`src/sv/ble_adp_pkg.sv`:
```
package ble_adp_pkg;

  // Value bytes kept per structure
  localparam int unsigned CAPTURE_BYTES = 16;
  localparam int unsigned CNT_W         = $clog2(CAPTURE_BYTES + 1);

  // AD type codes
  localparam logic [7:0] TYPE_FLAGS        = 8'h01;
  localparam logic [7:0] TYPE_UUID16_PART  = 8'h02;
  localparam logic [7:0] TYPE_UUID16_FULL  = 8'h03;
  localparam logic [7:0] TYPE_UUID128_PART = 8'h06;
  localparam logic [7:0] TYPE_UUID128_FULL = 8'h07;
  localparam logic [7:0] TYPE_NAME_SHORT   = 8'h08;
  localparam logic [7:0] TYPE_NAME_FULL    = 8'h09;
  localparam logic [7:0] TYPE_TX_POWER     = 8'h0A;
  localparam logic [7:0] TYPE_COMPANY_ID   = 8'hFF;

  typedef enum logic [2:0] {
    KIND_NONE     = 3'd0,
    KIND_FLAGS    = 3'd1,
    KIND_TX_POWER = 3'd2,
    KIND_UUID16   = 3'd3,
    KIND_UUID128  = 3'd4,
    KIND_COMPANY  = 3'd5,
    KIND_NAME     = 3'd6
  } kind_e;

  // One result item
  typedef struct packed {
    logic        field_valid;
    logic [7:0]  field_type;
    logic [7:0]  val_len;
    kind_e       value_kind;
    logic [15:0] short_value;
    logic [63:0] uuid_high;
    logic [63:0] uuid_low;
    logic        end_of_payload;
  } result_t;

endpackage

```
`src/sv/ble_adp_core.sv`:
```
module ble_adp_core (
  input  logic                 clk_i,
  input  logic                 rst_ni,
  input  logic                 in_valid_i,
  output logic                 in_ready_o,
  input  logic [7:0]           in_byte_i,
  input  logic                 in_last_i,
  input  logic                 res_free_i,
  output logic                 res_load_o,
  output ble_adp_pkg::result_t res_o
);
  import ble_adp_pkg::*;

  typedef enum logic [1:0] {
    PH_LEN   = 2'd0,
    PH_TYPE  = 2'd1,
    PH_VALUE = 2'd2,
    PH_SKIP  = 2'd3
  } phase_e;

  logic             in_vld_q;
  logic [7:0]       byte_q;
  logic             last_q;

  phase_e           phase_q, phase_d;
  logic [7:0]       length_q, length_d;
  logic [7:0]       type_q, type_d;
  logic [7:0]       vlen_q, vlen_d;
  logic [7:0]       left_q, left_d;
  logic [CNT_W-1:0] count_q, count_d;
  logic [63:0]      cap_lo_q, cap_lo_d;
  logic [63:0]      cap_hi_q, cap_hi_d;

  logic             done;
  logic             has_result;
  logic             advance;
  kind_e            kind;
  logic [15:0]      short_val;

  // Move the held byte on when it makes no result or the result register is free
  assign has_result = done || last_q;
  assign advance    = in_vld_q && (!has_result || res_free_i);
  assign in_ready_o = !in_vld_q || advance;
  assign res_load_o = in_vld_q && has_result && res_free_i;

  // Input register
  always_ff @(posedge clk_i or negedge rst_ni) begin
    if (!rst_ni) begin
      in_vld_q <= 1'b0;
    end else if (in_ready_o) begin
      in_vld_q <= in_valid_i;
    end
  end

  always_ff @(posedge clk_i) begin
    if (in_ready_o && in_valid_i) begin
      byte_q <= in_byte_i;
      last_q <= in_last_i;
    end
  end

  // Structure parser state update
  always_comb begin
    phase_d  = phase_q;
    length_d = length_q;
    type_d   = type_q;
    vlen_d   = vlen_q;
    left_d   = left_q;
    count_d  = count_q;
    cap_lo_d = cap_lo_q;
    cap_hi_d = cap_hi_q;
    done     = 1'b0;
    case (phase_q)
      PH_LEN: begin
        if (byte_q == 8'd0) begin
          phase_d = PH_SKIP;
        end else begin
          length_d = byte_q;
          type_d   = 8'd0;
          count_d  = '0;
          cap_lo_d = '0;
          cap_hi_d = '0;
          phase_d  = PH_TYPE;
        end
      end
      PH_TYPE: begin
        type_d = byte_q;
        vlen_d = length_q - 8'd1;
        left_d = length_q - 8'd1;
        if (length_q == 8'd1) begin
          done    = 1'b1;
          phase_d = PH_LEN;
        end else begin
          phase_d = PH_VALUE;
        end
      end
      PH_VALUE: begin
        if (count_q < CNT_W'(CAPTURE_BYTES)) begin
          if (!count_q[3]) begin
            cap_lo_d[{count_q[2:0], 3'b000} +: 8] = byte_q;
          end else begin
            cap_hi_d[{count_q[2:0], 3'b000} +: 8] = byte_q;
          end
          count_d = count_q + CNT_W'(1);
        end
        left_d = left_q - 8'd1;
        if (left_q == 8'd1) begin
          done    = 1'b1;
          phase_d = PH_LEN;
        end
      end
      default: begin
        phase_d = PH_SKIP;
      end
    endcase
    // Drop any open structure at the payload end
    if (last_q) begin
      phase_d = PH_LEN;
    end
  end

  always_ff @(posedge clk_i or negedge rst_ni) begin
    if (!rst_ni) begin
      phase_q  <= PH_LEN;
      length_q <= '0;
      type_q   <= '0;
      vlen_q   <= '0;
      left_q   <= '0;
      count_q  <= '0;
      cap_lo_q <= '0;
      cap_hi_q <= '0;
    end else if (advance) begin
      phase_q  <= phase_d;
      length_q <= length_d;
      type_q   <= type_d;
      vlen_q   <= vlen_d;
      left_q   <= left_d;
      count_q  <= count_d;
      cap_lo_q <= cap_lo_d;
      cap_hi_q <= cap_hi_d;
    end
  end

  // Classify the completed structure
  always_comb begin
    kind      = KIND_NONE;
    short_val = 16'd0;
    if (type_d == TYPE_FLAGS && vlen_d >= 8'd1) begin
      kind      = KIND_FLAGS;
      short_val = {8'd0, cap_lo_d[7:0]};
    end else if (type_d == TYPE_TX_POWER && vlen_d >= 8'd1) begin
      kind      = KIND_TX_POWER;
      short_val = {8'd0, cap_lo_d[7:0]};
    end else if ((type_d == TYPE_UUID16_PART || type_d == TYPE_UUID16_FULL)
                 && vlen_d >= 8'd2) begin
      kind      = KIND_UUID16;
      short_val = cap_lo_d[15:0];
    end else if ((type_d == TYPE_UUID128_PART || type_d == TYPE_UUID128_FULL)
                 && vlen_d >= 8'(CAPTURE_BYTES)) begin
      kind = KIND_UUID128;
    end else if (type_d == TYPE_COMPANY_ID && vlen_d >= 8'd2) begin
      kind      = KIND_COMPANY;
      short_val = cap_lo_d[15:0];
    end else if (type_d == TYPE_NAME_SHORT || type_d == TYPE_NAME_FULL) begin
      kind = KIND_NAME;
    end
  end

  // Build the result; zero all structure fields when none completed
  always_comb begin
    res_o                = '0;
    res_o.end_of_payload = last_q;
    if (done) begin
      res_o.field_valid  = 1'b1;
      res_o.field_type   = type_d;
      res_o.val_len      = vlen_d;
      res_o.value_kind   = kind;
      res_o.short_value  = short_val;
      if (kind == KIND_UUID128) begin
        res_o.uuid_high = cap_hi_d;
        res_o.uuid_low  = cap_lo_d;
      end
    end
  end

endmodule

```
`src/sv/ble_adp_out_reg.sv`:
```
module ble_adp_out_reg (
  input  logic                 clk_i,
  input  logic                 rst_ni,
  input  logic                 load_i,
  input  ble_adp_pkg::result_t res_i,
  output logic                 free_o,
  output logic                 out_valid_o,
  input  logic                 out_ready_i,
  output ble_adp_pkg::result_t out_o
);
  import ble_adp_pkg::*;

  logic    vld_q;
  result_t data_q;

  // Free when empty or being emptied this cycle
  assign free_o      = !vld_q || out_ready_i;
  assign out_valid_o = vld_q;
  assign out_o       = data_q;

  always_ff @(posedge clk_i or negedge rst_ni) begin
    if (!rst_ni) begin
      vld_q <= 1'b0;
    end else if (free_o) begin
      vld_q <= load_i;
    end
  end

  // Hold the result until its transfer
  always_ff @(posedge clk_i) begin
    if (free_o && load_i) begin
      data_q <= res_i;
    end
  end

endmodule

```
`src/sv/ble_ad_structure_parser.sv`:
```
// Channel  Dir  tdata                                    tuser        tlast
// s_axis   in   ad_byte[7:0]                             -            last_byte
// m_axis   out  type,length,kind,short,uuid_hi,uuid_lo   field_valid  end_of_payload
//
// One payload byte is taken per cycle unless the input stage stalls; a byte
// passes the input register, then the result register, before its result is valid.
// The combinational parse step between the two registers sets the rate.
// rst_ni clears the parser to expect a length byte and empties both stages.
// A stalled result holds; the input stage stalls only on a byte that
// produces a result while the result register is still full.
module ble_ad_structure_parser (
  input  logic         clk_i,
  input  logic         rst_ni,
  input  logic         s_axis_tvalid,
  output logic         s_axis_tready,
  input  logic [7:0]   s_axis_tdata,  // [7:0] ad_byte
  input  logic         s_axis_tlast,
  output logic         m_axis_tvalid,
  input  logic         m_axis_tready,
  // [7:0] field_type, [15:8] val_len, [18:16] value_kind,
  // [34:19] short_value, [98:35] uuid_high, [162:99] uuid_low, zero fill
  output logic [167:0] m_axis_tdata,
  output logic [0:0]   m_axis_tuser,  // [0] field_valid
  output logic         m_axis_tlast
);
  import ble_adp_pkg::*;

  result_t res;
  result_t out;
  logic    res_load;
  logic    res_free;

  ble_adp_core u_core (
    .clk_i      (clk_i),
    .rst_ni     (rst_ni),
    .in_valid_i (s_axis_tvalid),
    .in_ready_o (s_axis_tready),
    .in_byte_i  (s_axis_tdata),
    .in_last_i  (s_axis_tlast),
    .res_free_i (res_free),
    .res_load_o (res_load),
    .res_o      (res)
  );

  ble_adp_out_reg u_out_reg (
    .clk_i       (clk_i),
    .rst_ni      (rst_ni),
    .load_i      (res_load),
    .res_i       (res),
    .free_o      (res_free),
    .out_valid_o (m_axis_tvalid),
    .out_ready_i (m_axis_tready),
    .out_o       (out)
  );

  // Pack the result fields, lowest first
  assign m_axis_tdata = {5'd0, out.uuid_low, out.uuid_high, out.short_value,
                         out.value_kind, out.val_len, out.field_type};
  assign m_axis_tuser = out.field_valid;
  assign m_axis_tlast = out.end_of_payload;

endmodule

```
`config.mk`:
```
export PLATFORM = sky130hd
export DESIGN_NAME = ble_ad_structure_parser
export DESIGN_NICKNAME = d
export VERILOG_FILES = /design/src/sv/ble_adp_pkg.sv /design/src/sv/ble_adp_core.sv /design/src/sv/ble_adp_out_reg.sv /design/src/sv/ble_ad_structure_parser.sv
export SDC_FILE = /design/constraint.sdc
export NUM_CORES = 1
export LEC_CHECK = 0
export ABC_CLOCK_PERIOD_IN_PS = 8900
export BUFFER_PORTS_ARGS = -buffer_cell sky130_fd_sc_hd__buf_2
export CAP_MARGIN = 10
export CORE_AREA = 2 2 216 218
export DETAILED_ROUTE_END_ITERATION = 6
export DIE_AREA = 0 0 218 220
export HOLD_SLACK_MARGIN = 0.12
export PLACE_DENSITY = 0.69
export SLEW_MARGIN = 10
export SYNTH_ARGS = -nofsm -noshare
export SYNTH_HDL_FRONTEND = slang
export SYNTH_SLANG_ARGS = --single-unit
```
`constraint.sdc`:
```
create_clock -name clk_i -period 8.9 [get_ports clk_i]
set_clock_uncertainty 0.1 [all_clocks]
set_input_delay 0.445 -clock clk_i [delete_from_list [all_inputs] [get_ports clk_i]]
set_output_delay 0.445 -clock clk_i [all_outputs]
set_load 0.05 [all_outputs]
```
==> impl_metrics.tcl, run 1 <==
set metrics [dict create \
    power_uw 5360 \
    n_antenna_cell 0 \
    antenna_found_initial 1 \
    die_width_um 218 \
    vias_per_cell 5.764 \
    netlist_area_um2 18120 \
    cp-end-kind "flip-flop" \
    drv_slew 0 \
    status "completed" \
    synth-seq-cells 343 \
    crit_path_start_kind "flip-flop" \
    synth_seq_area_share 0.5218 \
    wl_um 51310 \
    io_buffer_count 179 \
    syn_to_final_growth_pct 13.71 \
    floorplan.die.height_um 220 \
    rows 79 \
    rsz0062_at_grt "no" \
    initial_core_util 0.3951 \
    grtUsageTotal 0.2114 \
    synth_top_area_frac 0.2884 \
    setup_viol 0 \
    core_area_um2 45860 \
    synth_cell_type_count 68 \
    clockRootBuffer "clkbuf_16" \
    grt_max_degree 97 \
    fin_nets 1893 \
    relSlewSlack 0.1151 \
    ctsHoldBuffers 11 \
    finalHoldViolCount 0 \
    synthArstFlopShare 0.4927 \
    cts_tree "yes" \
    clock_latency_ns 0.56 \
    drt_iter0_drc 1492 \
    arrival_ns 4.83 \
    finalCriticalPeriod_ns 4.661 \
    cellPowerDensity_nw_per_um2 260.1 \
    drc 0 \
    cts_setup_buffers 0 \
    grt_overflow 0 \
    numCtsBuffers 39 \
    cts_resized 0 \
    max-clock-path-buffers 3 \
    clock-sinks 343 \
    ir_drop_uv 156.2 \
    worst_pin_slew_ns 1.327 \
    routedWlPerCell_um 20.47 \
    detail-route-antenna-nets 0 \
    cellLeakagePower_uw 0.007720 \
    synth_warnings 0 \
    io-pin-count 185 \
    gp_congestion 0.8516 \
    avgSynthCellArea_um2 10.11 \
    crit_chain "inv_1, ha_1, nor2_1, a31o_1, a22oi_1, nand4_2, nor2_1, o21a_4, buf_4, nor3_1" \
    max_stage_delay_ns 0.79 \
    htreeDepth 2 \
    fillers 4278 \
    synth_edf_count 174 \
    maxCapViolations 0 \
    dieArea_um2 47960 \
    crit_fanout 65 \
    fmax_ghz 0.2145 \
    hold_path.class "input port to flip-flop" \
    syn_inst 1793 \
    period_share 0.5237 \
    crit_path_frequent_cell "nor2_1" \
    num_vias 14444 \
    required_ns 9.07 \
    hpwl_um 32060 \
    grt_pass1_wl_um 79550 \
    critical_path_class "flip-flop to flip-flop" \
    netlist_top_cells_area "edfxtp_1 (29%), dfrtp_1 (23%), a22o_1 (7.9%)" \
    dr.pass1.iters 6 \
    synth_top_area_cell "edfxtp_1" \
    synth_ff_type "edfxtp_1" \
    crit_path_top_delay_cell "buf_4" \
    final.setup.tns_ns 0 \
    grt_pass1_vias 13661 \
    clkTransAtPathRegs_ns 0.06 \
    drive_gt1_frac 0.2043 \
]
[cells in the mapped netlist, types with 7 or more instances]
cell type and count:
buf_4 7, a21oi_1 13, mux2i_1 35, buf_6 19, edfxtp_1 174, clkbuf_1 114, buf_1 11, buf_2 32
dfrtp_1 169, nor4_2 9, nor3b_1 9, ha_1 11, mux2_2 12, nor4_1 11, nor3_1 88, o22ai_1 8
o221ai_1 16, o21ai_0 170, nand3_1 128, nor2_1 53, a22o_1 164, nand2_1 319, nor3_2 39, and2_1 8
a22oi_1 13, inv_1 12, nand3_2 39, o211ai_1 41
[kinds of logic after synthesis]
kind of cell / after synthesis / synth area share
xor gates and xnor gates: 7 / 0.003384
other: 1 / 0.0002070
DFF: 343 / 0.5218
and+or+nand+nor: 734 / 0.2093
adders and majority gates: 11 / 0.007596
muxes: 47 / 0.02679
AOI/OAI and AO/OA: 454 / 0.1788
buffers and inverters: 196 / 0.05214
[cell type report]
cell class                 instances  area [µm²]  area share
inverter                          13       51.30    0.002490
clock inverter                    21       257.7     0.01251
multi-input combinational       1258        7799      0.3785
clock buffer                      50        1090     0.05289
sequential                       343        9454      0.4589
timing repair buffer             214        1192     0.05787
tap                              607       759.5     0.03686
[sequential cells by signal, summed over array words and instances, names as in the netlist]
register,flops
u_core.in_vld_q,1
u_core.length_q,8
u_core.left_q,8
u_core.cap_lo_q,64
u_out_reg.out_valid_o,1
u_core.vlen_q,8
u_core.type_q,8
u_out_reg.out_o,165
u_core.count_q,5
u_core.phase_q,2
u_core.cap_hi_q,64
u_core.last_q,1
u_core.byte_q,8
[per-stage QoR]
step                area, µm²  instances  hold slack, ns  utilization  worst slack, ns
detailed placement      19150       2424          0.3884       0.4174            4.293
CTS                     20600       2506          0.2202       0.4492            4.310
finish                  20600       2506          0.2423       0.4492            4.239
floorplan               18140       1797         0.04941            -            2.332
global placement        19150       2424          0.3852       0.4174            4.457
global route            20600       2506          0.2686       0.4492            3.842
[critical path, delay by kind of cell (launching register included)]
kind / cells / cell delay, ns
compound gates: 3 / 1.36
buf+inv: 2 / 0.91
simple gates: 4 / 0.77
fa+ha+maj: 1 / 0.73
flops: 1 / 0.43
[cells in the final DEF (no fill, tap or decap), types with 7 or more instances in the layout]
master         Yosys  final
a21oi_1           13     13
a22o_1           164    164
a22oi_1           13     13
and2_1             8      8
buf_2             32    178
buf_4              7     24
clkbuf_16          0     41
clkinv_2           0      7
dfrtp_1          169    169
dlygate4sd3_1      0     11
edfxtp_1         174    174
ha_1              11     10
inv_1             12     11
mux2_2            12     12
mux2i_1           35     35
nand2_1          319    319
nand3_1          128    127
nand3_2           39     39
nor2_1            53     52
nor3_1            88     88
nor3_2            39     39
nor3b_1            9      9
nor4_1            11     11
nor4_2             9      9
o211ai_1          41     41
o21ai_0          170    170
o221ai_1          16     16
o22ai_1            8      8
[report_power, final]
group	leakage [µW]	switching (µW)	internal (µW)	total, µW
clock	0.000659	667	1040	1710
sequential	0.00397	114	1800	1920
combinational	0.00309	1380	361	1740
[path summary, 6_finish.rpt]
kind	from	end	slack [ns]	cells after the start
worst max-delay path	u_core.phase_q[1]$_DFFE_PN0P_	u_out_reg.out_o[74]$_SDFFCE_PN0P_	4.24	10
worst min-delay path	m_axis_tready	u_out_reg.out_valid_o$_DFFE_PN0P_	0.24	3
worst max register to register	u_core.phase_q[1]$_DFFE_PN0P_	u_out_reg.out_o[74]$_SDFFCE_PN0P_	4.24	10
worst min register to register	u_core.vlen_q[3]$_DFFE_PN0P_	u_core.vlen_q[3]$_DFFE_PN0P_	0.40	1
max in group asynchronous	rst_ni	u_core.cap_hi_q[46]$_DFFE_PN0P_	6.65	3
min in group asynchronous	rst_ni	u_core.cap_hi_q[24]$_DFFE_PN0P_	0.44	2
[routing by layer]
metal	vias up	global-route usage	part of all wire
met5	-	0	0.00025
met4	2	0.07415	0.030
met3	103	0.03354	0.062
met2	498	0.3403	0.47
met1	7081	0.2897	0.43
li1	6760	-	-
Note: power is estimated with default switching activity, not from simulation.
==> run 2, diff against run 1 <==
ABC_CLOCK_PERIOD_IN_PS = 3900   (was 8900)
clock period = 3.9 ns   (was 8.9 ns; I/O delays follow)
==> impl_metrics.tcl, run 2 (synthesis gave the netlist of run 1 again) <==
set metrics [dict create \
    cts_tree "yes" \
    rr_startpoint "u_core.phase_q[1]$_DFFE_PN0P_" \
    wl_um 51110 \
    grt_max_degree 120 \
    rsz0062_at_grt "no" \
    rows 79 \
    grt_pass1_wl_um 80470 \
    period_share 0.9092 \
    gp_congestion 0.8773 \
    setup_viol 0 \
    critical_path_class "flip-flop to flip-flop" \
    maxCapViolations 0 \
    dr.pass1.iters 5 \
    drt_iter0_drc 1534 \
    clock-sinks 343 \
    grt-busiest-layer "met2" \
    drv_slew 0 \
    core_area_um2 45860 \
    io_buffer_count 179 \
    worstReg2RegEnd "u_out_reg.out_o[72]$_SDFFCE_PN0P_" \
    io-pin-count 185 \
    cellLeakagePower_uw 0.007901 \
    crit_path_top_delay_cell "a2111o_2" \
    htreeDepth 2 \
    hold_path.class "input port to async pin" \
    grt_overflow 0 \
    cellPowerDensity_nw_per_um2 585.7 \
    grt_pass1_vias 14126 \
    fin_nets 1934 \
    final_common_cell "nand2_1" \
    cp_num_buf_inv 2 \
    numCtsBuffers 38 \
    clock_latency_ns 0.57 \
    finalHoldViolCount 0 \
    drive_gt1_frac 0.2180 \
    hpwl_um 32620 \
    final.setup.tns_ns 0 \
    arrival_ns 3.72 \
    reg2regPathDepth 10 \
    relSlewSlack 0.3405 \
    worst_pin_slew_ns 0.9893 \
    fin_hold_ws_ns 0.1825 \
    grt_util_met2 0.3386 \
    clkTransAtPathRegs_ns 0.06 \
    routedWlPerCell_um 20.07 \
    use_met1 0.2892 \
    max-clock-path-buffers 3 \
    detail-route-antenna-nets 0 \
    fmax_ghz 0.2820 \
    reg2reg_setup_slack_ns 0.35 \
    max_stage_delay_ns 0.48 \
    power_uw 12290 \
    required_ns 4.08 \
    fin_util 0.4575 \
    crit_chain "inv_1, ha_1, nor2_1, a31o_1, a22oi_1, nand4_2, a2111o_2, buf_12, nand3_1, nor3_1" \
    grtUsageTotal 0.2123 \
    drc 0 \
    cts_setup_buffers 0 \
    dp_cells 2464 \
    syn_to_final_growth_pct 15.81 \
    stdcell_count 2547 \
    crit_fanout 115 \
    floorplan.die.height_um 220 \
    crit_path_start "u_core.phase_q[1]$_DFFE_PN0P_" \
    die_width_um 218 \
    status "completed" \
    finalCriticalPeriod_ns 3.546 \
    n_antenna_cell 0 \
    dieArea_um2 47960 \
    layout_common_cells "nand2_1 (318), buf_2 (178), edfxtp_1 (174)" \
    antenna_found_initial 1 \
    initial_core_util 0.3951 \
    vias_per_cell 5.795 \
    grt_use_met3 0.03879 \
    crit_family "compound AO/OA/AOI/OAI gates" \
    crit_path_start_kind "flip-flop" \
    ir_drop_uv 481.8 \
    num_vias 14760 \
    cp-end-kind "flip-flop" \
    clockRootBuffer "clkbuf_16" \
    largest_reg_flops 165 \
]
==> run 2: cell type report <==
type | count | area (µm²)
multi-input cells | 1258 | 7831
fillers | 4295 | 24880
clock buffers | 47 | 984.7
flip-flops and latches | 343 | 9454
well taps | 607 | 759.5
repair buffers | 256 | 1650
inverters | 13 | 51.30
clock inverters | 23 | 252.7
==> run 2: metal layers <==
| layer | wire (µm) | vias to the layer above |
|---|---|---|
| met4 | 1662 | 0 |
| met5 | 0 | - |
| met1 | 21940 | 7299 |
| met3 | 3061 | 104 |
| li1 | - | 6832 |
| met2 | 24450 | 525 |
==> run 2: power by group <==
part	leakage, µW	switching (µW)	internal, µW	total (µW)
logic	0.00333	3170	1070	4240
registers	0.00397	276	4110	4390
clock network	0.000598	1530	2140	3660
total	0.00790	4980	7310	12300
==> run 2: timing repair <==
item	CTS	global route
hold buffers	13	0
resized for setup	0	0
hold endpoints to repair	111	0
==> run 2: worst max-delay path by stage <==
stage	endpoint	cells past startpoint	slack [ns]
after floorplan	u_out_reg.out_o[0]$_DFFE_PP_	8	-0.48
after global placement	u_out_reg.out_o[98]$_SDFFCE_PN0P_	11	0.54
after detailed placement	u_out_reg.out_o[13]$_SDFFCE_PN0P_	10	0.40
after CTS	u_out_reg.out_o[13]$_SDFFCE_PN0P_	10	0.41
after global routing	u_out_reg.out_o[34]$_SDFFCE_PN0P_	10	0.13
final	u_out_reg.out_o[72]$_SDFFCE_PN0P_	10	0.35
==> run 2: metrics by stage <==
stage / cell area [µm²] / worst slack, ns
finish: 20980 / 0.3542
global route: 20980 / 0.1317
CTS: 20980 / 0.4096
detailed placement: 19610 / 0.4034
global placement: 19610 / 0.5427
floorplan: 18180 / -0.4778
==> run 3, diff against run 2 <==
ABC_CLOCK_PERIOD_IN_PS = 3800   (was 3900)
PLACE_DENSITY = 0.67   (was 0.69)
clock period = 3.8 ns   (was 3.9 ns; I/O delays follow)
==> impl_metrics.tcl, run 3 (synthesis gave the netlist of run 1 again) <==
set metrics [dict create \
    reg2regPathDepth 8 \
    io_buffer_count 179 \
    rsz0062_at_grt "no" \
    initial_core_util 0.3951 \
    drive_gt1_frac 0.2262 \
    pre_cts_ws_ns 0.2948 \
    core_area_um2 45860 \
    die_width_um 218 \
    grt_max_degree 88 \
    final.setup.tns_ns 0 \
    grt_overflow 0 \
    whs_path_depth 2 \
    finalHoldViolCount 0 \
    power_uw 12930 \
    grtUsageTotal 0.2130 \
    grt_pass1_vias 13734 \
    finalCriticalPeriod_ns 3.447 \
    setup_viol 0 \
    violations "DRC" \
    clock_power_share 0.309 \
    numCtsBuffers 38 \
    finalWorstSetupSlack_ns 0.3531 \
    dr.pass1.iters 7 \
    pwr-share-seq 0.348 \
    worst_pin_slew_ns 0.9601 \
    rows 79 \
    cp-end-kind "flip-flop" \
    crit_fanout 29 \
    hold_path.class "input port to flip-flop" \
    syn_to_final_growth_pct 16.84 \
    dieArea_um2 47960 \
    clock-sinks 343 \
    relSlewSlack 0.3584 \
    crit_path_start_kind "flip-flop" \
    clkTransAtPathRegs_ns 0.07 \
    hpwl_um 33130 \
    maxCapViolations 0 \
    final_common_cell "nand2_1" \
    arrival_ns 3.63 \
    cellPowerDensity_nw_per_um2 610.5 \
    gp_congestion 0.8731 \
    drc 1 \
    layout_common_cells "nand2_1 (318), buf_2 (178), edfxtp_1 (174)" \
    detail-route-antenna-nets 0 \
    finish.instance_area_um2 21170 \
    cts_tree "yes" \
    antenna_found_initial 1 \
    fin_nets 1945 \
    htreeDepth 2 \
    wl_um 51890 \
    io-pin-count 185 \
    drv_slew 0 \
    max-clock-path-buffers 3 \
    n_antenna_cell 0 \
    drt_iter0_drc 1576 \
    netSwitchingFraction 0.3978 \
    combPwrFrac 0.343 \
    num_vias 14702 \
    status "finished with violations" \
    cellLeakagePower_uw 0.008007 \
    clock_latency_ns 0.57 \
    floorplan.die.height_um 220 \
    period_share 0.9071 \
    routedWlPerCell_um 20.29 \
    largest_reg_flops 165 \
    grt_pass1_wl_um 79380 \
    crit_path_top_delay_cell "o21ai_0" \
    vias_per_cell 5.750 \
    clockRootBuffer "clkbuf_16" \
    p_int_uw 7784 \
    max_stage_delay_ns 0.69 \
    ir_drop_uv 343.2 \
    post_dp_cell_area_um2 19680 \
    critical_path_class "flip-flop to flip-flop" \
    p_sw_uw 5142 \
    required_ns 3.98 \
    fmax_ghz 0.2901 \
    crit_chain "inv_1, ha_2, buf_4, o21ai_0, or2_2, o22ai_1, o21a_4, nor3_1" \
]
[run 3: area by class of cell]
class,instances,area (µm²)
clock buffer,49,1075
clock inverter,20,262.8
fill,4281,24690
inverter,13,51.30
multi-input combinational,1258,7830
sequential,343,9454
tap,607,759.5
timing repair buffer,267,1738
[run 3: final timing paths]
path,to,slack [ns],start
max in group asynchronous,u_core.length_q[6]$_DFFE_PN0P_,1.73,rst_ni
setup reg to reg,u_out_reg.out_o[14]$_SDFFCE_PN0P_,0.35,u_core.phase_q[1]$_DFFE_PN0P_
setup / recovery,u_out_reg.out_o[14]$_SDFFCE_PN0P_,0.35,u_core.phase_q[1]$_DFFE_PN0P_
min in group asynchronous,u_core.cap_hi_q[41]$_DFFE_PN0P_,0.63,rst_ni
hold / removal,u_core.byte_q[3]$_DFFE_PP_,0.25,s_axis_tdata[3]
hold reg to reg,u_core.vlen_q[0]$_DFFE_PN0P_,0.39,u_core.vlen_q[0]$_DFFE_PN0P_
[run 3: power by group through the flow]
stage | clock (µW) | sequential, µW | combinational [µW]
4_1_cts | 4060 | 4490 | 4400
3_3_place_gp | 0 | 4550 | 4280
5_1_grt | 4190 | 4530 | 4780
2_1_floorplan | 0 | 4770 | 3030
6_report | 3990 | 4500 | 4440
3_5_place_dp | 0 | 4560 | 4370
[run 3: worst max-delay path, delay by kind of cell (launching register included)]
family                     cells  cell delay [ns]
AOI/OAI and AO/OA              3             1.17
adders and majority gates      1             0.28
buffers and inverters          2             0.32
DFF                            1             0.45
and+or+nand+nor                2             0.83
[run 3: per-stage QoR]
| step | util | instances | hold slack, ns |
|---|---|---|---|
| 2_1_floorplan | - | 1797 | -0.2056 |
| 3_3_place_gp | 0.4291 | 2473 | 0.1409 |
| 3_5_place_dp | 0.4291 | 2473 | 0.1444 |
| 4_1_cts | 0.4615 | 2557 | 0.2201 |
| 5_1_grt | 0.4616 | 2557 | 0.2597 |
| 6_report | 0.4616 | 2557 | 0.2548 |
[run 3: metal layers]
metal | part of all wire | track usage
met5 | 0 | 0
met4 | 0.038 | 0.09478
met3 | 0.059 | 0.03575
met2 | 0.48 | 0.3407
met1 | 0.43 | 0.2845
[run 3: what timing repair did]
item	in CTS	in global routing
hold buffers	15	0
gates resized for setup	0	1
hold endpoints to repair	103	0
endpoints found under the setup margin	0	3
buffers inserted	0	0
